$ cat src/sv/sqr_fifo.sv
// small register queue used between the parts of the rotator
module sqr_fifo #(
   parameter int WIDTH = 8,
   parameter int DEPTH = 4
) (
   input  logic                       clock,
   input  logic                       reset,
   input  logic                       push,
   input  logic [WIDTH-1:0]           push_data,
   output logic                       full,
   input  logic                       pop,
   output logic [WIDTH-1:0]           pop_data,
   output logic                       empty,
   output logic [$clog2(DEPTH+1)-1:0] level
);
   localparam int PW = (DEPTH > 1) ? $clog2(DEPTH) : 1;
   localparam int LW = $clog2(DEPTH + 1);

   logic [WIDTH-1:0] slot_ff [DEPTH];
   logic [PW-1:0]    wr_ptr_ff, wr_ptr_in;
   logic [PW-1:0]    rd_ptr_ff, rd_ptr_in;
   logic [LW-1:0]    count_ff, count_in;
   logic             do_push, do_pop;

   assign full     = (count_ff == LW'(DEPTH));
   assign empty    = (count_ff == '0);
   assign level    = count_ff;
   assign pop_data = slot_ff[rd_ptr_ff];
   assign do_push  = push && !full;
   assign do_pop   = pop && !empty;

   // pointer and count update
   always_comb begin
      wr_ptr_in = wr_ptr_ff;
      rd_ptr_in = rd_ptr_ff;
      count_in  = count_ff;
      if (do_push) begin
         wr_ptr_in = (wr_ptr_ff == PW'(DEPTH - 1)) ? '0 : wr_ptr_ff + 1'b1;
      end
      if (do_pop) begin
         rd_ptr_in = (rd_ptr_ff == PW'(DEPTH - 1)) ? '0 : rd_ptr_ff + 1'b1;
      end
      if (do_push && !do_pop) begin
         count_in = count_ff + 1'b1;
      end else if (do_pop && !do_push) begin
         count_in = count_ff - 1'b1;
      end
   end

   always_ff @(posedge clock) begin
      if (reset) begin
         wr_ptr_ff <= '0;
         rd_ptr_ff <= '0;
         count_ff  <= '0;
      end else begin
         wr_ptr_ff <= wr_ptr_in;
         rd_ptr_ff <= rd_ptr_in;
         count_ff  <= count_in;
      end
   end

   // storage
   always_ff @(posedge clock) begin
      if (do_push) begin
         slot_ff[wr_ptr_ff] <= push_data;
      end
   end

endmodule

$ cat config.mk
export PLATFORM = sky130hd
export DESIGN_NAME = sqr_fifo
export DESIGN_NICKNAME = d
export VERILOG_FILES = /design/src/sv/sqr_fifo.sv
export SDC_FILE = /design/constraint.sdc
export NUM_CORES = 1
export LEC_CHECK = 0
export BUFFER_PORTS_ARGS = -buffer_cell sky130_fd_sc_hd__buf_2
export CAP_MARGIN = 20
export CORE_UTILIZATION = 40
export CTS_BUF_LIST = sky130_fd_sc_hd__clkbuf_8
export DETAILED_ROUTE_END_ITERATION = 10
export PLACE_DENSITY = 0.68
export SLEW_MARGIN = 5
export SYNTH_ARGS = -nofsm -noshare
export SYNTH_HDL_FRONTEND = slang
export SYNTH_SLANG_ARGS = --single-unit
export TNS_END_PERCENT = 1
$ cat constraint.sdc
create_clock -name clock -period 6.8 [get_ports clock]
set_input_delay 0 -clock clock [delete_from_list [all_inputs] [get_ports clock]]
set_output_delay 0 -clock clock [all_outputs]
set_load 0.1 [all_outputs]
==> results of run 1 <==
## critical path: cells and delay by family (launching register included)
kind	cells	cell delay, ns
buffers and inverters	2	0.14
adders and majority gates	2	0.57
xor gates and xnor gates	1	0.15
and+or+nand+nor	3	0.85
AOI/OAI and AO/OA	1	0.14
DFF	1	0.48
## through the flow
step / utilization, % / std cells / power (mW) / hold slack, ns / area (um2)
finish: 53.3 / 177 / 0.943 / 0.0285 / 2030
floorplan: - / 92 / 0.670 / 0.0989 / 1650
CTS: 53.3 / 177 / 0.953 / 0.0183 / 2030
global route: 53.3 / 177 / 0.984 / 0.0327 / 2030
global placement: 47.4 / 160 / 0.716 / 0.212 / 1800
detailed placement: 47.4 / 160 / 0.725 / 0.220 / 1800
## kinds of logic (layout without fill, tap and decap cells)
| family | after synthesis | after routing | synth area share [%] |
|---|---|---|---|
| flops | 41 | 41 | 69.4 |
| simple gates | 16 | 16 | 5.70 |
| mux | 10 | 10 | 12.2 |
| buf+inv | 9 | 46 | 2.89 |
| fa+ha+maj | 7 | 7 | 5.78 |
| compound gates | 7 | 7 | 3.04 |
| xor+xnor | 2 | 2 | 1.06 |
## layer usage
layer | wire (um) | track usage [%] | up-vias
met2 | 1330 | 24.2 | 24
li1 | - | - | 425
met1 | 1120 | 17.6 | 424
met4 | 36 | 3.99 | 0
met3 | 140 | 5.52 | 5
met5 | 0 | 0 | -
## cell usage in the layout (no fill, tap or decap), types with 2 or more instances in the layout
| cell type | Yosys | routed |
|---|---|---|
| ha_1 | 6 | 6 |
| dfxtp_1 | 9 | 9 |
| mux2i_1 | 2 | 2 |
| bufinv_16 | 0 | 2 |
| mux4_2 | 8 | 8 |
| nor2_1 | 3 | 3 |
| nand3_1 | 2 | 2 |
| inv_1 | 4 | 4 |
| o31ai_2 | 2 | 2 |
| and3_2 | 4 | 4 |
| dlygate4sd3_1 | 0 | 9 |
| edfxtp_1 | 32 | 32 |
| xor2_1 | 2 | 2 |
| buf_2 | 1 | 24 |
| clkbuf_8 | 0 | 5 |
| nor3_1 | 2 | 2 |
| a21oi_1 | 3 | 3 |
## area by class of cell
type / count / area [um2] / share of cell area (%)
inverter: 5 / 23.8 / 1.17
clock inverter: 3 / 65.1 / 3.21
timing repair buffer: 33 / 210 / 10.4
tap: 48 / 60.1 / 2.96
clock buffer: 5 / 68.8 / 3.40
multi-input combinational: 42 / 457 / 22.5
sequential: 41 / 1140 / 56.3
## worst paths after layout
| kind | to | cells after the start | slack (ns) | from |
|---|---|---|---|---|
| max reg2reg | level[2] | 9 | 4.40 | level[0] |
| max | level[2] | 9 | 4.40 | level[0] |
| min reg2reg | rd_ptr_ff[0] | 2 | 0.53 | rd_ptr_ff[0] |
| min | wr_ptr_ff[1] | 3 | 0.03 | push |
## flip-flops by register name, indices dropped and copies added, names as in the netlist, named ones only
name and count:
slot_ff 32, wr_ptr_ff 2, level 3, rd_ptr_ff 2
## power breakdown
group	internal [mW]	total, mW	switching, mW	leakage (nW)
combinational	0.0886	0.381	0.293	0.331
sequential	0.306	0.338	0.0328	0.367
clock	0.146	0.223	0.0777	0.0681
==> summary.md, run 1 <==
| Metric | Value |
|---|---|
| Syn. warnings | `0` |
| Hold Buf Count CTS | `9` |
| Worst Path Max Fanout | `7` |
| Max Cap Violations | `0` |
| Antenna fix cells | `0` |
| WL/cell | `14.9 um` |
| 1st-iter DRT viols | `26` |
| FP Rows | `22` |
| Max incr delay on CP | `0.48 ns` |
| CTS Buffer Depth | `2` |
| Num CTS Buffers | `5` |
| Worst hold path type | `input pin to flop` |
| Routed WL | `2630 um` |
| Max-slew headroom at the worst pin | `61.8%` |
| Worst EP required | `7.02 ns` |
| Final hold violations | `0` |
| Vias/cell | `4.96` |
| Fin. max-slew vios | `0` |
| # resized after CTS | `0` |
| Worst-path cell chain | `or3b_1, clkinv_4, nor2_2, ha_1, inv_1, fa_1, xor2_1, or3_2, a21oi_1` |
| Cell taking the most area after synthesis | `edfxtp_1` |
| Initial antenna violation count | `0` |
| Sequential share of the synthesized area | `69.4%` |
| Synth cell types | `26` |
| All-Layer GR Usage | `14.6%` |
| Asr flop ratio synth | `0%` |
| Core footprint | `3800 um2` |
| Slowest stage cell on the critical path | `dfxtp_1` |
| Min cycle time layout | `2.40 ns` |
| Post CTS Setup Buffer Count | `0` |
| Filler instances | `320` |
| Area of the die | `4370 um2` |
| GR Overflow Total | `0` |
| Top_reg_cell synth | `edfxtp_1` |
| Power Density | `466 nW/um2` |
| Post-synthesis cell count | `92` |
| Post-Syn Area per Cell | `17.9 um2` |
| Synthesized area | `1650 um2` |
| Clock sink count | `41` |
| Skew-Pair Late Insertion Delay | `0.28 ns` |
| Post-synth top area share | `58.4%` |
| Die width | `66.1 um` |
| Arrival @ worst endpoint | `2.61 ns` |
| H-tree levels | `2` |
| Crit. End Element | `flop` |
| Max Clk Rate | `417 MHz` |
| CTS tree | `done` |
| Top post-synthesis cells by area | `edfxtp_1 58%, dfxtp_1 11%, mux4_2 11%, ha_1 4.6%, and3_2 1.8%` |
| Drt first pass iters | `4` |
| Startpoint types | `flop` |
| # setup viols final | `0` |
| WS Path Type | `flop to flop` |
| Die Height | `66.1 um` |
| Least-Margin Pin Slew | `0.572 ns` |
| Largest net degree at the start of global routing | `14` |
| Pre-CTS setup slack | `4.40 ns` |
| Nets in the synthesized netlist | `111` |
| Setup TNS | `0 ns` |
| Ratio of cells with drive above 1 in the final layout | `38.0%` |
| Initial core utilization | `43.3%` |
| LEAKAGE | `0.766 nW` |
| Flops & latches, synth | `41` |
| Post-synth EDFFs | `32` |
| Most numerous cell in the Yosys netlist | `edfxtp_1` |
| Skew final | `0.00546 ns` |
| Reg clk slew, reported paths | `0.07 ns` |
| DRC | `0` |
| Synth-to-Final Area Change | `23.1%` |
| Fin crit share | `35.3%` |
| Routed vias | `878` |
| Nets | `147` |
| Worst IR Drop VDD | `0.489 mV` |
| Final WS setup | `4.40 ns` |
| I/O pin cnt | `25` |
| First-pass GRT wire length | `4460 um` |
| # port buffers | `24` |
| Placer Congestion | `0.758` |
| Unrepaired setup endpoints after global routing | `no` |
| Status | `completed` |
| DP Wirelength | `1810 um` |
| Vias in the first global route | `941` |
| Clk Tree Root Cell | `clkbuf_8` |
| Top post-synthesis cells by count | `32 x edfxtp_1, 9 x dfxtp_1, 8 x mux4_2` |
| Final ANT Viol Nets | `0` |
No activity file was read; power rests on OpenSTA's default activity.
==> run 2, diff against run 1 <==
--- a/config.mk
+++ b/config.mk
@@ -5,12 +5,13 @@
 export SDC_FILE = /design/constraint.sdc
 export NUM_CORES = 1
 export LEC_CHECK = 0
+export ABC_AREA = 1
 export BUFFER_PORTS_ARGS = -buffer_cell sky130_fd_sc_hd__buf_2
 export CAP_MARGIN = 20
 export CORE_UTILIZATION = 40
 export CTS_BUF_LIST = sky130_fd_sc_hd__clkbuf_8
 export DETAILED_ROUTE_END_ITERATION = 10
-export PLACE_DENSITY = 0.68
+export PLACE_DENSITY = 0.7
 export SLEW_MARGIN = 5
 export SYNTH_ARGS = -nofsm -noshare
 export SYNTH_HDL_FRONTEND = slang
==> constraint.sdc (replaced) <==
create_clock -name clock -period 2.1 [get_ports clock]
set_input_delay 0 -clock clock [delete_from_list [all_inputs] [get_ports clock]]
set_output_delay 0 -clock clock [all_outputs]
set_load 0.1 [all_outputs]
==> run 2 against run 1 <==
Fmax is 28% higher. Critical path depth stayed put. Routed wire length is 17% higher. Core utilization is 0.31 points lower. Largest cell class unchanged. Register-to-register slack worse by 4.2 ns.
==> summary.md, run 2 <==
| Metric | Value |
|---|---|
| Most frequent cells in the layout | `33 x nor2_1, 32 x edfxtp_1, 24 x buf_2 (was 32 x edfxtp_1, 24 x buf_2, 9 x dfxtp_1, 9 x dlygate4sd3_1, 8 x mux4_2)` |
| Unrepaired setup endpoints after global routing | `no (unchanged)` |
| Die Height | `67.1 um (was 66.1 um)` |
| I/O pin cnt | `25 (unchanged)` |
| Dpl cells | `224 (was 160)` |
| Top post-synthesis cells by count | `33 x nor2_1, 32 x edfxtp_1, 17 x inv_1 (was 32 x edfxtp_1, 9 x dfxtp_1, 8 x mux4_2)` |
| Initial antenna violation count | `0 (unchanged)` |
| Clk Tree Root Cell | `clkbuf_8 (unchanged)` |
| Area of the die | `4510 um2 (was 4370 um2)` |
| # setup viols final | `0 (unchanged)` |
| Area occupied by multi-input gates | `465 um2 (was 457 um2)` |
| Post-synth top area share | `56.6% (was 58.4%)` |
| Largest net degree at the start of global routing | `17 (was 14)` |
| Antenna fix cells | `0 (unchanged)` |
| Post-Synth Adder-Cell Area | `5.60% (was 5.78%)` |
| Slowest stage cell on the critical path | `fa_1 (was dfxtp_1)` |
| Syn. warnings | `0 (unchanged)` |
| Vias/cell | `4.84 (was 4.96)` |
| CP delay by family, top | `adder cells (was simple AND/OR/NAND/NOR gates)` |
| Final hold violations | `0 (unchanged)` |
| # resized after CTS | `0 (unchanged)` |
| Ratio of cells with drive above 1 in the final layout | `23.4% (was 38.0%)` |
| Bufs and invs on worst path | `2 (unchanged)` |
| 1st-iter DRT viols | `46 (was 26)` |
| Top post-synthesis cells by area | `edfxtp_1 57%, dfxtp_1 11%, nor2_1 7.3%, ha_1 4.4%, o21ai_0 3.8% (was edfxtp_1 58%, dfxtp_1 11%, mux4_2 11%, ha_1 4.6%, and3_2 1.8%)` |
| Final ANT Viol Nets | `0 (unchanged)` |
| Fin. max-slew vios | `0 (unchanged)` |
| Most numerous cell in the Yosys netlist | `nor2_1 (was edfxtp_1)` |
| Complex-gate fraction of the synthesized area | `9.22% (was 3.04%)` |
| GR Overflow Total | `0 (unchanged)` |
| Vias in the first global route | `1167 (was 941)` |
| Max-slew headroom at the worst pin | `67.5% (was 61.8%)` |
| Post-synthesis cell count | `147 (was 92)` |
| Top_reg_cell synth | `edfxtp_1 (unchanged)` |
| All-Layer GR Usage | `15.3% (was 14.6%)` |
| Sequential share of the synthesized area | `67.3% (was 69.4%)` |
| Routing usage on met3 | `4.45% (was 5.52%)` |
| Clock sink count | `41 (unchanged)` |
| Met1 GRT Util | `15.7% (was 17.6%)` |
| WL/cell | `12.7 um (was 14.9 um)` |
| Fin crit share | `89.3% (was 35.3%)` |
| Status | `completed (unchanged)` |
| Skew final | `0.00878 ns (was 0.00546 ns)` |
| Placer Congestion | `0.796 (was 0.758)` |
| DRC | `0 (unchanged)` |
| Drt first pass iters | `4 (unchanged)` |
| Routed WL | `3080 um (was 2630 um)` |
| Die width | `67.1 um (was 66.1 um)` |
| Reg clk slew, reported paths | `0.08 ns (was 0.07 ns)` |
| Skew-Pair Late Insertion Delay | `0.29 ns (was 0.28 ns)` |
| DP Wirelength | `2060 um (was 1810 um)` |
| Initial core utilization | `42.1% (was 43.3%)` |
| Synth cell types | `19 (was 26)` |
| Max Cap Violations | `0 (unchanged)` |
| Least-Margin Pin Slew | `0.491 ns (was 0.572 ns)` |
| Crit. End Element | `flop (unchanged)` |
| Met2 GRT Util | `29.3% (was 24.2%)` |
| Worst hold path type | `input pin to flop (unchanged)` |
| Cell taking the most area after synthesis | `edfxtp_1 (unchanged)` |
| Commonest non-fill, non-tap cell in the layout | `nor2_1 (was edfxtp_1)` |
| Max incr delay on CP | `0.42 ns (was 0.48 ns)` |
| Worst EP required | `2.29 ns (was 7.02 ns)` |
| Nets in the synthesized netlist | `166 (was 111)` |
| CTS tree | `done (unchanged)` |
| Synth-to-Final Area Change | `25.9% (was 23.1%)` |
| Asr flop ratio synth | `0% (unchanged)` |
| Worst Path Max Fanout | `7 (unchanged)` |
| # port buffers | `24 (unchanged)` |
| Worst-path cell chain | `nor2_1, nand2_1, nand2_2, inv_1, ha_1, inv_1, fa_1, o21ai_0, nor2_1 (was or3b_1, clkinv_4, nor2_2, ha_1, inv_1, fa_1, xor2_1, or3_2, a21oi_1)` |
| Filler instances | `362 (was 320)` |
| Global route hottest layer | `met2 (unchanged)` |
| Post-synthesis mux area share | `0% (was 12.2%)` |
| Routed vias | `1171 (was 878)` |
| Biggest register | `slot_ff (unchanged)` |
| Flops & latches, synth | `41 (unchanged)` |
| Startpoint types | `flop (unchanged)` |
| Max reg flops | `32 (unchanged)` |
| Max Clk Rate | `533 MHz (was 417 MHz)` |
| Reg area | `1140 um2 (about the same)` |
| Post-synthesis xor/xnor area fraction | `0.516% (was 1.06%)` |
| Core footprint | `4030 um2 (was 3800 um2)` |
| FP Rows | `23 (was 22)` |
| CTS Buffer Depth | `2 (unchanged)` |
| Main combinational cell family by area after synthesis | `simple AND/OR/NAND/NOR gates (was multiplexers)` |
| Num CTS Buffers | `5 (unchanged)` |
| H-tree levels | `2 (unchanged)` |
| Arrival @ worst endpoint | `2.07 ns (was 2.61 ns)` |
| First-pass GRT wire length | `4970 um (was 4460 um)` |
| Synthesized area | `1700 um2 (was 1650 um2)` |
| Min cycle time layout | `1.87 ns (was 2.40 ns)` |
| Non-filler cells, final | `242 (was 177)` |
| WS Path Type | `flop to flop (unchanged)` |
| Simple-gate share of the synthesized area | `12.1% (was 5.70%)` |
| Nets | `210 (was 147)` |
| Post-Syn Area per Cell | `11.5 um2 (was 17.9 um2)` |
| Post-synth EDFFs | `32 (unchanged)` |
run 2: cell types whose count changed after synthesis, moves of 2 or more:
cell,change
nor2_1,+30
inv_1,+13
nand2_1,+12
o21ai_0,+12
mux4_2,-8
o22ai_1,+8
and3_2,-4
o21ai_2,+3
mux2i_1,-2
nand3b_1,+2
nor3_1,-2
o31ai_2,-2
run 2: tightest hold or removal path: stages:
cell and delay (ns):
buf_2 0.10, nand3b_1 0.08, nand2_1 0.06, nor2_1 0.05
run 2: layout make-up:
class	instances	area share [%]
sequential	41	53.6
multi-input combinational	86	21.8
timing repair buffer	39	12.1
clock buffer	5	3.22
clock inverter	3	3.22
inverter	18	3.16
tap	50	2.93
run 2: final timing paths:
path	start	cells past startpoint	slack, ns	to
hold reg to reg	level[1]	2	0.52	level[1]
setup reg to reg	level[1]	9	0.23	level[1]
hold / removal	pop	4	0.03	rd_ptr_ff[1]
setup / recovery	level[1]	9	0.23	level[1]
run 2: cell families after synthesis:
logic type / Yosys count
compound gates: 27
simple gates: 51
xor+xnor: 1
fa+ha+maj: 7
flops: 41
buf+inv: 20
run 2: stage by stage:
stage	area [um2]	hold slack [ns]	worst slack [ns]	setup TNS [ns]	utilization, %
final	2140	0.0270	0.225	0	53.0
after global routing	2140	0.0486	0.0748	0	53.0
after CTS	2140	0.0187	0.274	0	53.0
after detailed placement	1900	0.168	0.281	0	47.1
after global placement	1900	0.166	0.349	0	47.1
after floorplan	1700	0.0650	-0.00119	-0.00239	-
run 2: what timing repair did:
item / in CTS / in global routing
buffers inserted: 0 / 0
hold buffers: 10 / 0
endpoints found under the hold margin: 34 / 0
run 2: layer usage:
layer	vias up	routed length, um	share of wire, %
li1	589	-	-
met1	556	1330	43
met2	24	1590	52
met3	2	147	4.8
met4	0	16	0.52
met5	-	0	0
Power of run 2 is not shown: default switching activity piles up to over one toggle a cycle in this logic, so the estimate is an artifact.
==> run 3, diff against run 2 <==
--- a/config.mk
+++ b/config.mk
@@ -16,4 +16,4 @@
 export SYNTH_ARGS = -nofsm -noshare
 export SYNTH_HDL_FRONTEND = slang
 export SYNTH_SLANG_ARGS = --single-unit
-export TNS_END_PERCENT = 1
+export TNS_END_PERCENT = 50
==> constraint.sdc (replaced) <==
create_clock -name clock -period 2.1 [get_ports clock]
set_input_delay 0.21 -clock clock [delete_from_list [all_inputs] [get_ports clock]]
set_output_delay 0.21 -clock clock [all_outputs]
set_load 0.1 [all_outputs]
==> run 3 against run 2 <==
Final area fell by 3.3%. Fmax fell by 2.8%. Register-to-register slack worse by 0.02 ns. Critical endpoint is now pop_data[0]. Routed wire length is 4.0% higher. Die area unchanged.
==> summary.md, run 3 (same netlist as run 2, synthesis figures left out) <==
| Metric | Value |
|---|---|
| Start of the worst register-to-register path | `level[1] (unchanged)` |
| Setup TNS | `0 ns (unchanged)` |
| Synth-to-Final Area Change | `21.8% (was 25.9%)` |
| Biggest register | `slot_ff (unchanged)` |
| Routed vias | `1154 (was 1171)` |
| Vias in the first global route | `1245 (was 1167)` |
| Worst Path Max Fanout | `9 (was 7)` |
| # resized after CTS | `0 (unchanged)` |
| Max-slew headroom at the worst pin | `67.8% (was 67.5%)` |
| Max Cap Violations | `0 (unchanged)` |
| H-tree levels | `2 (unchanged)` |
| Arrival @ worst endpoint | `1.72 ns (was 2.07 ns)` |
| GR Overflow Total | `0 (unchanged)` |
| Slowest stage cell on the critical path | `buf_2 (was fa_1)` |
| Final ANT Viol Nets | `0 (unchanged)` |
| Fin crit share | `91.8% (was 89.3%)` |
| Core footprint | `4030 um2 (unchanged)` |
| Worst hold path type | `input pin to flop (unchanged)` |
| Vias/cell | `4.95 (was 4.84)` |
| Least-Margin Pin Slew | `0.486 ns (was 0.491 ns)` |
| Initial antenna violation count | `0 (unchanged)` |
| All-Layer GR Usage | `16.8% (was 15.3%)` |
| Antenna fix cells | `0 (unchanged)` |
| Hold Buf Count CTS | `0 (was 10)` |
| Final hold violations | `0 (unchanged)` |
| Status | `completed (unchanged)` |
| Routed WL | `3210 um (was 3080 um)` |
| Reg clk slew, reported paths | `0.07 ns (was 0.08 ns)` |
| FP Rows | `23 (unchanged)` |
| WS Path Type | `flop to primary output (was flop to flop)` |
| Max Clk Rate | `519 MHz (was 533 MHz)` |
| Commonest non-fill, non-tap cell in the layout | `nor2_1 (unchanged)` |
| First-pass GRT wire length | `5330 um (was 4970 um)` |
| WL/cell | `13.8 um (was 12.7 um)` |
| 1st-iter DRT viols | `71 (was 46)` |
| Nets | `201 (was 210)` |
| Drt first pass iters | `4 (unchanged)` |
| Max incr delay on CP | `0.45 ns (was 0.42 ns)` |
| CP delay by family, top | `buffers and inverters (was adder cells)` |
| DP Wirelength | `2280 um (was 2060 um)` |
| I/O pin cnt | `25 (unchanged)` |
| Crit. End Element | `primary output (was flop)` |
| Non-filler cells, final | `233 (was 242)` |
| Fin. max-slew vios | `0 (unchanged)` |
| Ratio of cells with drive above 1 in the final layout | `29.0% (was 23.4%)` |
| Placer Congestion | `0.731 (was 0.796)` |
| Worst Min Path Start | `reset (was pop)` |
| Die width | `67.1 um (unchanged)` |
| Worst EP required | `1.89 ns (was 2.29 ns)` |
| Largest net degree at the start of global routing | `17 (unchanged)` |
| Worst-path cell chain | `inv_1, o21ai_0, o22ai_2, buf_2 (was nor2_1, nand2_1, nand2_2, inv_1, ha_1, inv_1, fa_1, o21ai_0, nor2_1)` |
| Filler instances | `368 (was 362)` |
| Min cycle time layout | `1.93 ns (was 1.87 ns)` |
| Bufs and invs on worst path | `2 (unchanged)` |
| Clock sink count | `41 (unchanged)` |
| Initial core utilization | `42.1% (unchanged)` |
| Post CTS Setup Buffer Count | `0 (unchanged)` |
| CTS tree | `done (unchanged)` |
| Startpoint types | `flop (unchanged)` |
| Skew-Pair Late Insertion Delay | `0.29 ns (about the same)` |
| Dpl cells | `225 (was 224)` |
| Unrepaired setup endpoints after global routing | `no (unchanged)` |
| Most frequent cells in the layout | `33 x nor2_1, 32 x edfxtp_1, 24 x buf_2 (unchanged)` |
| Area of the die | `4510 um2 (unchanged)` |
| DRC | `0 (unchanged)` |
| Skew final | `0.00347 ns (was 0.00878 ns)` |
| Clk Tree Root Cell | `clkbuf_8 (unchanged)` |
| CTS Buffer Depth | `2 (unchanged)` |
| Num CTS Buffers | `5 (unchanged)` |
| Die Height | `67.1 um (unchanged)` |
| # port buffers | `24 (unchanged)` |
| # setup viols final | `0 (unchanged)` |
| Max reg flops | `32 (unchanged)` |
[run 3: cell count changes in the layout (fill, tap and decap cells not counted)]
cell,before,now
buf_4,5,6
clkinv_1,0,1
dlygate4sd3_1,10,0
inv_6,1,0
bufinv_16,2,1
clkinvlp_4,0,1
o22ai_2,0,8
o22ai_1,8,0
[run 3: layer usage]
layer  global-route usage, %  share of wire [%]
met5                       0                  0
met4                    9.84                2.2
met3                    5.48                5.7
met2                    29.1                 52
met1                    17.6                 40
[run 3: stage by stage]
| stage | cell area, um2 | hold WS [ns] | setup slack (ns) | utilization, % |
|---|---|---|---|---|
| 4_1_cts | 2070 | 0.0702 | 0.131 | 51.3 |
| 5_1_grt | 2070 | 0.0819 | 0.0113 | 51.3 |
| 3_3_place_gp | 1960 | 0.379 | 0.334 | 48.5 |
| 3_5_place_dp | 1960 | 0.384 | 0.224 | 48.5 |
| 2_1_floorplan | 1750 | 0.275 | 0.0385 | - |
| 6_report | 2070 | 0.0759 | 0.172 | 51.3 |
[run 3: worst paths after layout]
| path | endpoint | slack, ns | cells after the start |
|---|---|---|---|
| max | pop_data[0] | 0.17 | 4 |
| min | level[0] | 0.08 | 2 |
| max reg2reg | level[2] | 0.21 | 12 |
| min reg2reg | level[1] | 0.54 | 2 |
[run 3: cell type report]
type | count | area (um2) | share of cell area, %
Timing Repair Buffer | 30 | 165 | 8.00
Sequential cell | 41 | 1140 | 55.4
Multi-Input combinational cell | 86 | 515 | 25.0
Inverter | 18 | 67.6 | 3.27
Clock inverter | 3 | 41.3 | 2.00
Clock buffer | 5 | 68.8 | 3.33
Tap cell | 50 | 62.6 | 3.03
[run 3: worst reg2reg max path, cell delays in order, from the launching register on]
cell     delay (ns)
dfxtp_2        0.35
nor2_1         0.15
nand2_1        0.13
nand2_1        0.15
ha_1           0.20
inv_1          0.07
fa_1           0.39
inv_1          0.08
nand2_1        0.07
nand3_1        0.07
nand2_1        0.05
inv_1          0.05
nor2_1         0.04
Power of run 3 is left out for the same reason.
