## src/sv/sqr_pkg.sv

```systemverilog
// shared types and constants of the square image rotator
package sqr_pkg;

   // payload and register widths
   localparam int PIX_W     = 8;
   localparam int SIDE_W    = 11;
   localparam int MODE_W    = 3;
   localparam int CSR_IDX_W = 4;

   // register indexes
   localparam logic [CSR_IDX_W-1:0] CSR_SIDE = 4'd0;
   localparam logic [CSR_IDX_W-1:0] CSR_MODE = 4'd1;

   // register reset values
   localparam logic [SIDE_W-1:0] SIDE_RESET = 11'd1024;
   localparam logic [MODE_W-1:0] MODE_RESET = 3'd1;

   // reorientation modes, other codes pass the frame through
   localparam logic [MODE_W-1:0] MODE_TRANSPOSE  = 3'd0;
   localparam logic [MODE_W-1:0] MODE_ROT_RIGHT  = 3'd1;
   localparam logic [MODE_W-1:0] MODE_ROT_LEFT   = 3'd2;
   localparam logic [MODE_W-1:0] MODE_COL_MIRROR = 3'd3;
   localparam logic [MODE_W-1:0] MODE_ROW_MIRROR = 3'd4;

   // per-command control flags from front to back
   typedef struct packed {
      logic rd_en;
      logic last;
   } cmd_flags_type;

   localparam int FLAGS_W = $bits(cmd_flags_type);

endpackage

```

## src/sv/sqr_front.sv

```systemverilog
// front part: registers, raster counters and address mapping per beat
module sqr_front #(
   parameter int SIDE_MAX = 1024
) (
   input  logic                                    clock,
   input  logic                                    reset,
   input  logic                                    csr_valid,
   input  logic [sqr_pkg::CSR_IDX_W-1:0]           csr_index,
   input  logic [sqr_pkg::SIDE_W-1:0]              csr_wdata,
   output logic                                    csr_ready,
   input  logic                                    take,
   input  logic [sqr_pkg::PIX_W-1:0]               in_pixel,
   output logic                                    cmd_push,
   output sqr_pkg::cmd_flags_type                  cmd_flags,
   output logic [2*$clog2(SIDE_MAX)+1-1:0]         cmd_rd_addr,
   output logic [2*$clog2(SIDE_MAX)+1-1:0]         cmd_wr_addr,
   output logic [sqr_pkg::PIX_W-1:0]               cmd_pixel
);
   import sqr_pkg::*;

   localparam int CW = $clog2(SIDE_MAX);
   localparam int SW = $clog2(SIDE_MAX + 1);

   logic [SIDE_W-1:0] side_ff;
   logic [MODE_W-1:0] mode_ff;
   logic [CW-1:0]     wr_row_ff, wr_row_in, wr_col_ff, wr_col_in;
   logic [CW-1:0]     rd_row_ff, rd_row_in, rd_col_ff, rd_col_in;
   logic              bank_ff, bank_in;
   logic              ready_ff, ready_in;
   logic [SW-1:0]     eff_side;
   logic [CW-1:0]     s_m1;
   logic [CW-1:0]     src_row, src_col;
   logic              wr_wrap, rd_wrap, csr_we;

   assign csr_ready = 1'b1;
   assign csr_we    = csr_valid;

   // clamp the side to the supported range
   always_comb begin
      if ({21'd0, side_ff} < 32'd2) begin
         eff_side = SW'(2);
      end else if ({21'd0, side_ff} > 32'(SIDE_MAX)) begin
         eff_side = SW'(SIDE_MAX);
      end else begin
         eff_side = SW'(side_ff);
      end
   end
   assign s_m1 = CW'(eff_side - 1'b1);

   // source position in the stored frame
   always_comb begin
      unique case (mode_ff)
         MODE_TRANSPOSE: begin
            src_row = rd_col_ff;
            src_col = rd_row_ff;
         end
         MODE_ROT_RIGHT: begin
            src_row = s_m1 - rd_col_ff;
            src_col = rd_row_ff;
         end
         MODE_ROT_LEFT: begin
            src_row = rd_col_ff;
            src_col = s_m1 - rd_row_ff;
         end
         MODE_COL_MIRROR: begin
            src_row = rd_row_ff;
            src_col = s_m1 - rd_col_ff;
         end
         MODE_ROW_MIRROR: begin
            src_row = s_m1 - rd_row_ff;
            src_col = rd_col_ff;
         end
         default: begin
            src_row = rd_row_ff;
            src_col = rd_col_ff;
         end
      endcase
   end

   assign wr_wrap = (wr_row_ff == s_m1) && (wr_col_ff == s_m1);
   assign rd_wrap = (rd_row_ff == s_m1) && (rd_col_ff == s_m1);

   // raster counters advance on each accepted beat
   always_comb begin
      wr_row_in = wr_row_ff;
      wr_col_in = wr_col_ff;
      rd_row_in = rd_row_ff;
      rd_col_in = rd_col_ff;
      bank_in   = bank_ff;
      ready_in  = ready_ff;
      if (take) begin
         if (ready_ff) begin
            if (rd_col_ff == s_m1) begin
               rd_col_in = '0;
               rd_row_in = (rd_row_ff == s_m1) ? '0 : rd_row_ff + 1'b1;
            end else begin
               rd_col_in = rd_col_ff + 1'b1;
            end
         end
         if (wr_col_ff == s_m1) begin
            wr_col_in = '0;
            wr_row_in = (wr_row_ff == s_m1) ? '0 : wr_row_ff + 1'b1;
         end else begin
            wr_col_in = wr_col_ff + 1'b1;
         end
         if (wr_wrap) begin
            bank_in   = ~bank_ff;
            ready_in  = 1'b1;
            rd_row_in = '0;
            rd_col_in = '0;
         end
      end
   end

   // registers and state, a side write restarts the stream
   always_ff @(posedge clock) begin
      if (reset) begin
         side_ff   <= SIDE_RESET;
         mode_ff   <= MODE_RESET;
         wr_row_ff <= '0;
         wr_col_ff <= '0;
         rd_row_ff <= '0;
         rd_col_ff <= '0;
         bank_ff   <= 1'b0;
         ready_ff  <= 1'b0;
      end else if (csr_we && (csr_index == CSR_SIDE)) begin
         side_ff   <= csr_wdata;
         wr_row_ff <= '0;
         wr_col_ff <= '0;
         rd_row_ff <= '0;
         rd_col_ff <= '0;
         ready_ff  <= 1'b0;
      end else begin
         if (csr_we && (csr_index == CSR_MODE)) begin
            mode_ff <= csr_wdata[MODE_W-1:0];
         end
         wr_row_ff <= wr_row_in;
         wr_col_ff <= wr_col_in;
         rd_row_ff <= rd_row_in;
         rd_col_ff <= rd_col_in;
         bank_ff   <= bank_in;
         ready_ff  <= ready_in;
      end
   end

   // command for the back part
   assign cmd_push        = take;
   assign cmd_flags.rd_en = ready_ff;
   assign cmd_flags.last  = rd_wrap;
   assign cmd_rd_addr     = {~bank_ff, src_row, src_col};
   assign cmd_wr_addr     = {bank_ff, wr_row_ff, wr_col_ff};
   assign cmd_pixel       = in_pixel;

endmodule

```

## config.mk

```make
export PLATFORM = sky130hd
export DESIGN_NAME = sqr_front
export DESIGN_NICKNAME = d
export VERILOG_FILES = /design/src/sv/sqr_pkg.sv /design/src/sv/sqr_front.sv
export SDC_FILE = /design/constraint.sdc
export NUM_CORES = 1
export LEC_CHECK = 0
export CAP_MARGIN = 30
export CELL_PAD_IN_SITES_DETAIL_PLACEMENT = 0
export CELL_PAD_IN_SITES_GLOBAL_PLACEMENT = 1
export CORE_UTILIZATION = 50
export DETAILED_ROUTE_END_ITERATION = 6
export DONT_BUFFER_PORTS = 1
export PLACE_DENSITY = 0.83
export RECOVER_POWER = 50
export SYNTH_ARGS = -nofsm -noshare
export SYNTH_HDL_FRONTEND = slang
export SYNTH_SLANG_ARGS = --single-unit
```

## constraint.sdc

```tcl
create_clock -name clock -period 7.2 [get_ports clock]
set_input_delay 0 -clock clock [delete_from_list [all_inputs] [get_ports clock]]
set_output_delay 0 -clock clock [all_outputs]
set_load 0.05 [all_outputs]
```

==> reports/qor.yml, run 1 <==
clockBufferDepth: 2
ys.warnings.count: 0
power_density_mw_per_mm2: 132.9
postCtsHoldBufs: 30
die_w_um: 102.2
synth_compound_area_frac: 0.2118
worstSkewPairLatency_ns: 0.33
synthFlopType: "dfxtp_1"
synthMuxAreaShare: 0.01196
cts_made_buffers: 5
power.leakage_nw: 1.878
grt_pass1_vias: 4736
synth_xor_area_frac: 0.09419
wire_per_inst_um: 18.55
synthAdderAreaFrac: 0.06529
diodes: 0
tns_ns: 0
post_cts_resized: 0
cts_root_buffer: "clkbuf_8"
start_util: 0.5137
synth_edf_count: 0
crit_type: "reg2out"
syn_inst: 701
setup_violations: 0
synthArstFlopShare: 0
num-fill-cells: 972
path_max_fanout: 20
syn-num-nets: 753
hold_path_class: "in2out"
area_growth_pct: 7.027
fmaxAchievable_mhz: 169.1
grt_use_total: 0.2994
num-nets-final: 749
required_ns: 7.20
violations: "max-capacitance violations, max-slew violations"
cp-start-kind: "register"
io_buffers: 0
synth_top_family_by_area: "simple AND/OR/NAND/NOR gates"
yosys.area.top_type: "dfxtp_1"
synth_area_per_cell_um2: 7.163
hpwl_um: 11660
htree_levels: 2
cts_tree: "built"
dr.first_iter.drc_count: 251
cp-end-kind: "output pin"
highest_layer: "met4"
first_pass_iters: 5
gp_congestion: 0.9207
clk_pin_slew_ns: 0.10
drt-met1-wl_um: 6369
fin_ws_ns: 1.286
drive_above_1_share: 0.05158
min_period_over_period: 0.8214
power_w: 0.0007139
final_util: 0.5498
skew_ns: 0.01673
maxSlewViolCount: 14
die_area_mm2: 0.01045
grt_overflow: 0
grt_max_degree: 27
rsz0062_at_grt: "no"
core_mm2: 0.009774
worst_pin_slew_ns: 1.633
ir_worst_vdd_mv: 0.07694
synth-simple-area-share: 0.3080
synth.area.top_cells: "dfxtp_1 (22%), nand2_1 (6.0%), xnor2_1 (5.8%), ha_1 (5.7%), nor2_1 (5.3%)"
slew_headroom: -0.1004
fin_crit_ns: 5.914
met3_length_um: 1005
synth_top_area_frac: 0.2233
postRouteAntennaNets: 0
io-pin-count: 81
hold_violations: 0
synth-seq-area-share: 0.2233
antenna_found_initial: 0
ys_types: 69
drt-total-wl_um: 15410
slowest_stage: "o21ai_1"
status: "finished, violations left"
vias: 5064
crit_chain: "nor4_4, a311oi_1, inv_1, ha_1, or4b_2, o211ai_1, ha_1, inv_1, a21oi_1, o41ai_1, xnor2_1, nand2_1, o211ai_1, o21ai_0, o21ai_1"
dieHeight_um: 102.2
vias_per_cell: 6.094
postCtsSetupRepairBufs: 0
synth.ff_latch_count: 56
cap_violations: 2
core.rowCount: 36
met2_wirelength_um: 7370
whs_ns: 0.00002200
cts_sinks: 56
slowest_delay_ns: 0.76
dp_slack_ns: 1.536
synth.cell_area_mm2: 0.005021
drc_errors: 0
critical_path_arrival_ns: 5.91
grt_pass1_wl_um: 24190
-- synthesized netlist by cell type (all sizes together), types with 3 or more instances --
cell type	number
xor2	21
a21o	7
a22oi	3
or3	8
nand4	16
or4	6
nor3	22
nand3	26
o211ai	8
inv	39
nor4	10
nor3b	9
nand3b	5
mux2i	6
o221ai	3
o22ai	11
a21oi	47
nor2b	9
buf	27
a2111oi	3
o21ai	45
nor2	72
clkbuf	25
a211oi	6
nand2	81
ha	23
and3	9
xnor2	33
o21bai	6
a222oi	3
dfxtp	56
or2	7
nand2b	12
-- cell families after synthesis --
family,count (synthesis)
AOI/OAI and AO/OA,166
DFF,56
muxes,6
adders and majority gates,25
and+or+nand+nor,300
other,1
xor gates and xnor gates,54
buffers and inverters,93
-- routing by layer --
metal | vias up | global-route usage
met4 | 0 | 0.1451
met1 | 2346 | 0.3602
met5 | - | 0
met2 | 201 | 0.5225
li1 | 2473 | -
met3 | 44 | 0.04241
-- worst max-delay path: cells and delay by family (launching register included) --
family,cells,cell delay [ns]
compound gates,7,2.26
fa+ha+maj,2,1.03
simple gates,3,1.39
buf+inv,2,0.24
xor+xnor,1,0.22
flops,1,0.47
-- worst paths after layout --
kind | startpoint | to | slack (ns) | cells after the start
worst min-delay path | in_pixel[1] | cmd_pixel[1] | 0.00002 | 0
worst min register to register | rd_row_ff[9] | rd_row_ff[9] | 0.55 | 2
worst max-delay path | side_ff[3] | cmd_rd_addr[7] | 1.29 | 15
worst max register to register | side_ff[3] | rd_row_ff[5] | 1.35 | 13
-- area by class of cell --
cell class              count  area [um^2]  share of cell area
clock buffers               5        68.82             0.01281
clock inverters             3        27.53            0.005122
inverters                  41        153.9             0.02864
multi-input cells         552         3465              0.6447
flip-flops and latches     56         1121              0.2086
well taps                 133        166.4             0.03097
repair buffers             41        371.6             0.06915
-- registers in the layout (all words and copies together), names as in the netlist --
register   cells
wr_col_ff     10
rd_row_ff     10
mode_ff        3
side_ff       11
rd_col_ff     10
wr_row_ff     10
ready_ff       1
bank_ff        1
-- cells in the final DEF, fill, tap and decap left out, types with 9 or more instances in the layout --
master         count
o21ai_0           33
nand4_1           15
dfxtp_1           56
nor2_1            71
nand2b_1          12
nor2b_1            9
xnor2_1           33
nand3_1           26
inv_1             39
nand2_1           80
o22ai_1           11
and3_1             9
dlygate4sd3_1     30
xor2_1            21
a21oi_1           47
nor3b_1            9
o21ai_1           12
ha_1              23
nor3_1            21
-- metrics by stage --
| stage | cell area, um^2 | std cells |
|---|---|---|
| 6_report | 5374 | 831 |
| 5_1_grt | 5374 | 831 |
| 4_1_cts | 5401 | 831 |
| 3_5_place_dp | 5005 | 793 |
| 3_3_place_gp | 4960 | 787 |
| 2_1_floorplan | 5021 | 701 |
-- report_power, final --
| part | switching (W) | internal (W) | total, W |
|---|---|---|---|
| Sequential | 0.0000208 | 0.000318 | 0.000339 |
| Clock | 0.000118 | 0.0000718 | 0.000190 |
| Combinational | 0.000124 | 0.0000610 | 0.000185 |
| Total | 0.000263 | 0.000451 | 0.000714 |
Note: power is estimated with default switching activity, not from simulation.
==> run 2: changes to the inputs <==
--- a/config.mk
+++ b/config.mk
@@ -5,13 +5,14 @@
 export SDC_FILE = /design/constraint.sdc
 export NUM_CORES = 1
 export LEC_CHECK = 0
+export ABC_AREA = 1
 export CAP_MARGIN = 30
 export CELL_PAD_IN_SITES_DETAIL_PLACEMENT = 0
 export CELL_PAD_IN_SITES_GLOBAL_PLACEMENT = 1
-export CORE_UTILIZATION = 50
+export CORE_UTILIZATION = 41
 export DETAILED_ROUTE_END_ITERATION = 6
 export DONT_BUFFER_PORTS = 1
-export PLACE_DENSITY = 0.83
+export PLACE_DENSITY = 0.75
 export RECOVER_POWER = 50
 export SYNTH_ARGS = -nofsm -noshare
 export SYNTH_HDL_FRONTEND = slang
==> constraint.sdc (replaced) <==
create_clock -name clock -period 5.1 [get_ports clock]
set_input_delay 0 -clock clock [delete_from_list [all_inputs] [get_ports clock]]
set_output_delay 0 -clock clock [all_outputs]
set_load 0.05 [all_outputs]
==> run 2 against run 1 <==
Against the previous run: the run now ends clean; synthesized area increased by 4.8%; sequential power increased by 33%; synthesized cell count increased by 23%; via count increased by 12%; global-route usage decreased by 2.8 points; cell area increased by 7.0%; critical path type unchanged.
==> reports/qor.yml, run 2 <==
status: "completed"  # was finished, violations left
setup_violations: 0  # unchanged
crit_family: "simple AND/OR/NAND/NOR gates"  # was compound AO/OA/AOI/OAI gates
clockBufferDepth: 2  # unchanged
grt_pass1_wl_um: 27390  # was 24190 um
synthFlopType: "dfxtp_1"  # unchanged
use_met1: 0.3123  # was 0.3602
vias: 5647  # was 5064
power_density_mw_per_mm2: 203.5  # was 132.9 mW/mm^2
hold_violations: 0  # unchanged
synth_top_area_frac: 0.2130  # was 0.2233
diodes: 0  # unchanged
drive_above_1_share: 0.08087  # was 0.05158
syn-num-nets: 913  # was 753
min_period_over_period: 0.9076
regArea_mm2: 0.001121  # unchanged
fin_crit_ns: 4.629
path_max_fanout: 12  # was 20
ir_worst_vdd_mv: 0.1399  # was 0.07694 mV
largest_reg_flops: 11  # unchanged
num-fill-cells: 1367  # was 972
worst_pin_slew_ns: 0.9718  # was 1.633 ns
dr.first_iter.drc_count: 286  # was 251
yosysMostFrequentCell: "nand2_1"  # unchanged
power.leakage_nw: 2.412  # was 1.878 nW
ys_types: 44  # was 69
cp-start-kind: "register"  # unchanged
worstSkewPairLatency_ns: 0.31  # was 0.33 ns
fmaxAchievable_mhz: 216.0
slew_headroom: 0.3453  # was -0.1004
io_buffers: 0  # unchanged
wire_per_inst_um: 16.64  # was 18.55 um
maxSlewViolCount: 0  # was 14
tns_ns: 0  # unchanged
area_growth_pct: 9.270  # was 7.027%
cpMostUsedCell: "nand2_1"
cts_root_buffer: "clkbuf_16"  # was clkbuf_8
regToRegSetupSlack_ns: 0.94  # was 1.35 ns
rsz0062_at_grt: "no"  # unchanged
crit_buf_inv: 1  # was 2
start_util: 0.4188  # was 0.5137
cap_violations: 0  # was 2
drt-total-wl_um: 17480  # was 15410 um
grt_max_degree: 20  # was 27
hpwl_um: 13960  # was 11660 um
fin_cells: 1050  # was 831
drc_errors: 0  # unchanged
yosys.area.top_type: "dfxtp_1"  # unchanged
skew_ns: 0.01014  # was 0.01673 ns
grt_util_met3: 0.05324  # was 0.04241
critical_path_arrival_ns: 4.63  # was 5.91 ns
htree_levels: 2  # unchanged
gp_congestion: 0.9458  # was 0.9207
mostFrequentLayoutCells: "nand2_1 (222), inv_1 (121), nor2_1 (93), nand3_1 (86), dfxtp_1 (56)"  # was nand2_1 (80), nor2_1 (71), dfxtp_1 (56), a21oi_1 (47), inv_1 (39)
die_area_mm2: 0.01330  # was 0.01045 mm^2
clk_pin_slew_ns: 0.07  # was 0.10 ns
final_common_cell: "nand2_1"  # unchanged
required_ns: 5.10  # was 7.20 ns
cts_made_buffers: 5  # unchanged
hold_path_class: "in2out"  # unchanged
worstReg2RegStart: "side_ff[2]"  # was side_ff[3]
use_met2: 0.4747  # was 0.5225
cp-end-kind: "output pin"  # unchanged
top_register: "side_ff"  # unchanged
grt-busiest-layer: "met2"  # unchanged
grt_use_total: 0.2712  # was 0.2994
cts_sinks: 56  # unchanged
antenna_found_initial: 0  # unchanged
num-nets-final: 929  # was 749
grt_pass1_vias: 5330  # was 4736
cts_tree: "built"  # unchanged
slowest_stage: "dfxtp_1"  # was o21ai_1
synth_commonest_cells: "nand2_1 (222), inv_1 (121), nor2_1 (90), nand3_1 (85), dfxtp_1 (56)"  # was nand2_1 (80), nor2_1 (71), dfxtp_1 (56), a21oi_1 (47)
vias_per_cell: 5.378  # was 6.094
crit_type: "reg2out"  # unchanged
post_cts_resized: 0  # unchanged
grt_overflow: 0  # unchanged
multi_input_area_mm2: 0.003467  # was 0.003465 mm^2
io-pin-count: 81  # unchanged
postRouteAntennaNets: 0  # unchanged
core.rowCount: 41  # was 36
synth_edf_count: 0  # unchanged
dp_cells: 1025  # was 793
synth_area_per_cell_um2: 6.114  # was 7.163 um^2
synth.ff_latch_count: 56  # unchanged
syn_inst: 861  # was 701
ys.warnings.count: 0  # unchanged
first_pass_iters: 5  # unchanged
synth.area.top_cells: "dfxtp_1 (21%), nand2_1 (16%), inv_1 (8.6%), nand3_1 (8.1%), nor2_1 (6.4%)"  # was dfxtp_1 (22%), nand2_1 (6.0%), xnor2_1 (5.8%), ha_1 (5.7%), nor2_1 (5.3%)
synthArstFlopShare: 0  # unchanged
die_w_um: 115.3  # was 102.2 um
core_mm2: 0.01257  # was 0.009774 mm^2
crit_start: "side_ff[2]"  # was side_ff[3]
hold_path.startpoint: "in_pixel[4]"  # was in_pixel[1]
synth-seq-area-share: 0.2130  # was 0.2233
dieHeight_um: 115.3  # was 102.2 um
synth.cell_area_mm2: 0.005264  # was 0.005021 mm^2
slowest_delay_ns: 0.50  # was 0.76 ns
run 2: final cells by class:
class,instances,area share
multi-input combinational,654,0.6028
timing repair buffer,35,0.05243
clock buffer,6,0.02415
clock inverter,2,0.006744
tap,172,0.03742
sequential,56,0.1949
inverter,125,0.08157
run 2: through the flow:
stage | power, W | utilization | hold WS, ns | cell area [um^2] | setup WS (ns)
2_1_floorplan | 0.0006981 | - | 0.06907 | 5264 | 1.534
3_3_place_gp | 0.0007246 | 0.4261 | 0.0005203 | 5355 | 1.099
3_5_place_dp | 0.0007432 | 0.4327 | 0.0005197 | 5438 | 0.9459
4_1_cts | 0.001179 | 0.4603 | 0.0003969 | 5786 | 0.6004
5_1_grt | 0.001224 | 0.4576 | 0.00007184 | 5752 | 0.09192
6_report | 0.001170 | 0.4576 | 0.00002196 | 5752 | 0.4711
run 2: worst reg2reg max path, stage by stage (launching register included):
cell and delay [ns]:
dfxtp_1 0.40, nor2_1 0.25, nand2_2 0.10, nor2_4 0.11
nand2_2 0.06, nand2_2 0.19, a21oi_2 0.13, ha_1 0.43
xor2_1 0.16, nand2_1 0.06, nor2_1 0.12, nand3_1 0.09
nor2_1 0.11, nand2_1 0.05, nor2_1 0.16, nand2_2 0.06
nor2_1 0.31, nand3_1 0.54, nand2_8 0.34, nand2_8 0.17
nand2_1 0.10, nand2_1 0.05, nor2_1 0.11
run 2: final timing paths:
path / endpoint / cells after the start
worst max-delay path: cmd_rd_addr[19] / 25
worst min-delay path: cmd_pixel[4] / 0
worst max register to register: rd_row_ff[5] / 22
worst min register to register: side_ff[9] / 2
run 2: cells by family after synthesis:
| logic type | after synthesis | share of synthesized area |
|---|---|---|
| and+or+nand+nor | 483 | 0.4174 |
| AOI/OAI and AO/OA | 111 | 0.1274 |
| buffers and inverters | 151 | 0.1227 |
| DFF | 56 | 0.2130 |
| xor gates and xnor gates | 34 | 0.05657 |
| adders and majority gates | 25 | 0.06228 |
| other | 1 | 0.0007124 |
run 2: layer usage:
| layer | vias up | wire length, um |
|---|---|---|
| met4 | 0 | 763 |
| li1 | 2816 | - |
| met3 | 50 | 830 |
| met2 | 155 | 8455 |
| met1 | 2626 | 7427 |
| met5 | - | 0 |
run 2: power breakdown:
part	total, W	internal (W)	switching (W)
clock	0.000423	0.000247	0.000176
sequential	0.000450	0.000440	0.00000975
combinational	0.000298	0.0000902	0.000208
total	0.00117	0.000777	0.000393
run 2: timing repair:
action / CTS / global route
endpoints found under the hold margin: 23 / 0
hold buffers: 17 / 0
buffers inserted: 0 / 0
==> run 3: changes to the inputs <==
--- a/config.mk
+++ b/config.mk
@@ -14,6 +14,8 @@
 export DONT_BUFFER_PORTS = 1
 export PLACE_DENSITY = 0.75
 export RECOVER_POWER = 50
+export REMOVE_ABC_BUFFERS = 1
+export SLEW_MARGIN = 20
 export SYNTH_ARGS = -nofsm -noshare
 export SYNTH_HDL_FRONTEND = slang
 export SYNTH_SLANG_ARGS = --single-unit
==> run 3 against run 2 <==
Against the previous run: routed wire length increased by 2.4%; non-clock buffer count decreased by 3; highest routed layer unchanged; global-route usage increased by 1.0 points; largest cell class unchanged; clock skew decreased by 0.0037 ns; maximum frequency increased by 2.7%; via count increased by 1.0%.
==> reports/qor.yml, run 3 (synthesis results as in run 2) <==
rsz0062_at_grt: "no"  # unchanged
cap_violations: 0  # unchanged
cp-end-kind: "output pin"  # unchanged
drc_errors: 0  # unchanged
num-nets-final: 926  # was 929
die_w_um: 115.3  # unchanged
hold_path_class: "in2out"  # unchanged
hold_violations: 0  # unchanged
combPwrFrac: 0.268  # was 0.254
maxSlewViolCount: 0  # unchanged
first_pass_iters: 5  # unchanged
skew_ns: 0.006414  # was 0.01014 ns
grt_pass1_wl_um: 28350  # was 27390 um
power.leakage_nw: 2.386  # was 2.412 nW
slowest_stage: "dfxtp_1"  # unchanged
clk_pin_slew_ns: 0.07  # about the same
htree_levels: 2  # unchanged
cts_tree: "built"  # unchanged
clockBufferDepth: 2  # unchanged
setup_violations: 0  # unchanged
ir_worst_vdd_mv: 0.1185  # was 0.1399 mV
die_area_mm2: 0.01330  # unchanged
power_density_mw_per_mm2: 194.4  # was 203.5 mW/mm^2
worstSkewPairLatency_ns: 0.30  # was 0.31 ns
power_w: 0.001107  # was 0.001170 W
io-pin-count: 81  # unchanged
hpwl_um: 14370  # was 13960 um
grt_max_degree: 20  # unchanged
dieHeight_um: 115.3  # unchanged
switching_power_w: 0.0003836  # was 0.0003932 W
tns_ns: 0  # unchanged
slew_headroom: 0.3297  # was 0.3453
core_mm2: 0.01257  # unchanged
top_register: "side_ff"  # unchanged
cts_root_buffer: "clkbuf_16"  # unchanged
mostFrequentLayoutCells: "nand2_1 (222), inv_1 (121), nor2_1 (93), nand3_1 (86), dfxtp_1 (56)"  # unchanged
vias_per_cell: 5.455  # was 5.378
final_common_cell: "nand2_1"  # unchanged
cts_made_buffers: 5  # unchanged
drive_above_1_share: 0.08124  # was 0.08087
crit_chain: "nor2_4, nand2_2, nor2_1, nand2_2, nand2_2, a21oi_2, ha_1, nand3_1, nand2_1, inv_1, ha_1, nand2_1, o21ai_0, a21oi_1, o21bai_1, a21o_1, nand2_1, nand2_1, nand2_1, nand2_1, a21oi_1, xnor2_1, nand2_1, nand4_1"
required_ns: 5.10  # about the same
crit_type: "reg2out"  # unchanged
postCtsHoldBufs: 14  # was 17
cts_sinks: 56  # unchanged
worst_pin_slew_ns: 1.002  # was 0.9718 ns
status: "completed"  # unchanged
postRouteAntennaNets: 0  # unchanged
post_cts_resized: 0  # unchanged
diodes: 0  # unchanged
core.rowCount: 41  # unchanged
intPower_w: 0.0007238  # was 0.0007772 W
fmaxAchievable_mhz: 221.8  # was 216.0 MHz
start_util: 0.4188  # unchanged
grt_use_total: 0.2813  # was 0.2712
wire_per_inst_um: 17.12  # was 16.64 um
gp_congestion: 1.000  # was 0.9458
grt_pass1_vias: 5412  # was 5330
cp-start-kind: "register"  # unchanged
slowest_delay_ns: 0.53  # was 0.50 ns
grt_overflow: 0  # unchanged
min_period_over_period: 0.8841  # was 0.9076
dr.first_iter.drc_count: 362  # was 286
power_frac_seq: 0.407  # was 0.385
postCtsSetupRepairBufs: 0  # unchanged
critical_path_arrival_ns: 4.51  # was 4.63 ns
vias: 5706  # was 5647
drt-total-wl_um: 17900  # was 17480 um
antenna_found_initial: 0  # unchanged
path_max_fanout: 12  # unchanged
fin_crit_ns: 4.509  # was 4.629 ns
power.share.clock: 0.325  # was 0.361
netSwitchingFraction: 0.3464  # was 0.3359
largest_reg_flops: 11  # unchanged
area_growth_pct: 8.224  # was 9.270%
whs_ns: 0.0003531  # was 0.00002196 ns
io_buffers: 0  # unchanged
cpMostUsedCell: "nand2_1"  # unchanged
==> run 3: cell types whose count changed in the layout (fill, tap and decap cells not counted) <==
cell / previous run / this run
bufinv_16: 1 / 0
nor3_1: 21 / 20
nor3_2: 0 / 1
dlygate4sd3_1: 17 / 14
==> run 3: path summary, 6_finish.rpt <==
| kind | start | to | slack [ns] | cells past startpoint |
|---|---|---|---|---|
| worst max-delay path | side_ff[2] | cmd_rd_addr[9] | 0.59 | 24 |
| worst min-delay path | in_pixel[0] | cmd_pixel[0] | 0.0004 | 0 |
| worst max register to register | side_ff[2] | rd_row_ff[5] | 0.94 | 22 |
| worst min register to register | side_ff[8] | side_ff[8] | 0.48 | 2 |
==> run 3: layout make-up <==
type                       count  area, um^2
clock buffer                   6       138.9
clock inverter                 1       8.758
fill                        1380        6872
inverter                     125       469.2
multi-input combinational    654        3472
sequential                    56        1121
tap                          172       215.2
timing repair buffer          32       271.5
==> run 3: power by group through the flow <==
stage	Combinational (W)	Sequential (W)	Clock (W)
6_report	0.000297	0.000450	0.000360
5_1_grt	0.000324	0.000451	0.000386
4_1_cts	0.000295	0.000450	0.000373
3_5_place_dp	0.000284	0.000461	0
3_3_place_gp	0.000267	0.000461	0
2_1_floorplan	0.000215	0.000459	0
==> run 3: stage by stage <==
step,worst slack (ns),area (um^2),cells,utilization
floorplan,1.483,5087,835,-
global placement,1.119,5370,1016,0.4273
detailed placement,1.021,5443,1025,0.4331
CTS,0.6461,5731,1046,0.4559
global route,0.2374,5697,1046,0.4533
finish,0.5913,5697,1046,0.4533
==> run 3: worst max-delay path: cells and delay by family (launching register included) <==
kind | cells | cell delay, ns
simple gates | 14 | 1.63
compound gates | 6 | 1.14
fa+ha+maj | 2 | 0.69
flops | 1 | 0.53
xor+xnor | 1 | 0.15
buf+inv | 1 | 0.07
==> run 3: per-layer routing <==
layer | routed length, um | GRT usage | up-vias
met5 | 0 | 0 | -
met4 | 986 | 0.1714 | 0
met1 | 7574 | 0.3253 | 2642
met2 | 8314 | 0.4814 | 205
met3 | 1028 | 0.05166 | 56
li1 | - | - | 2803
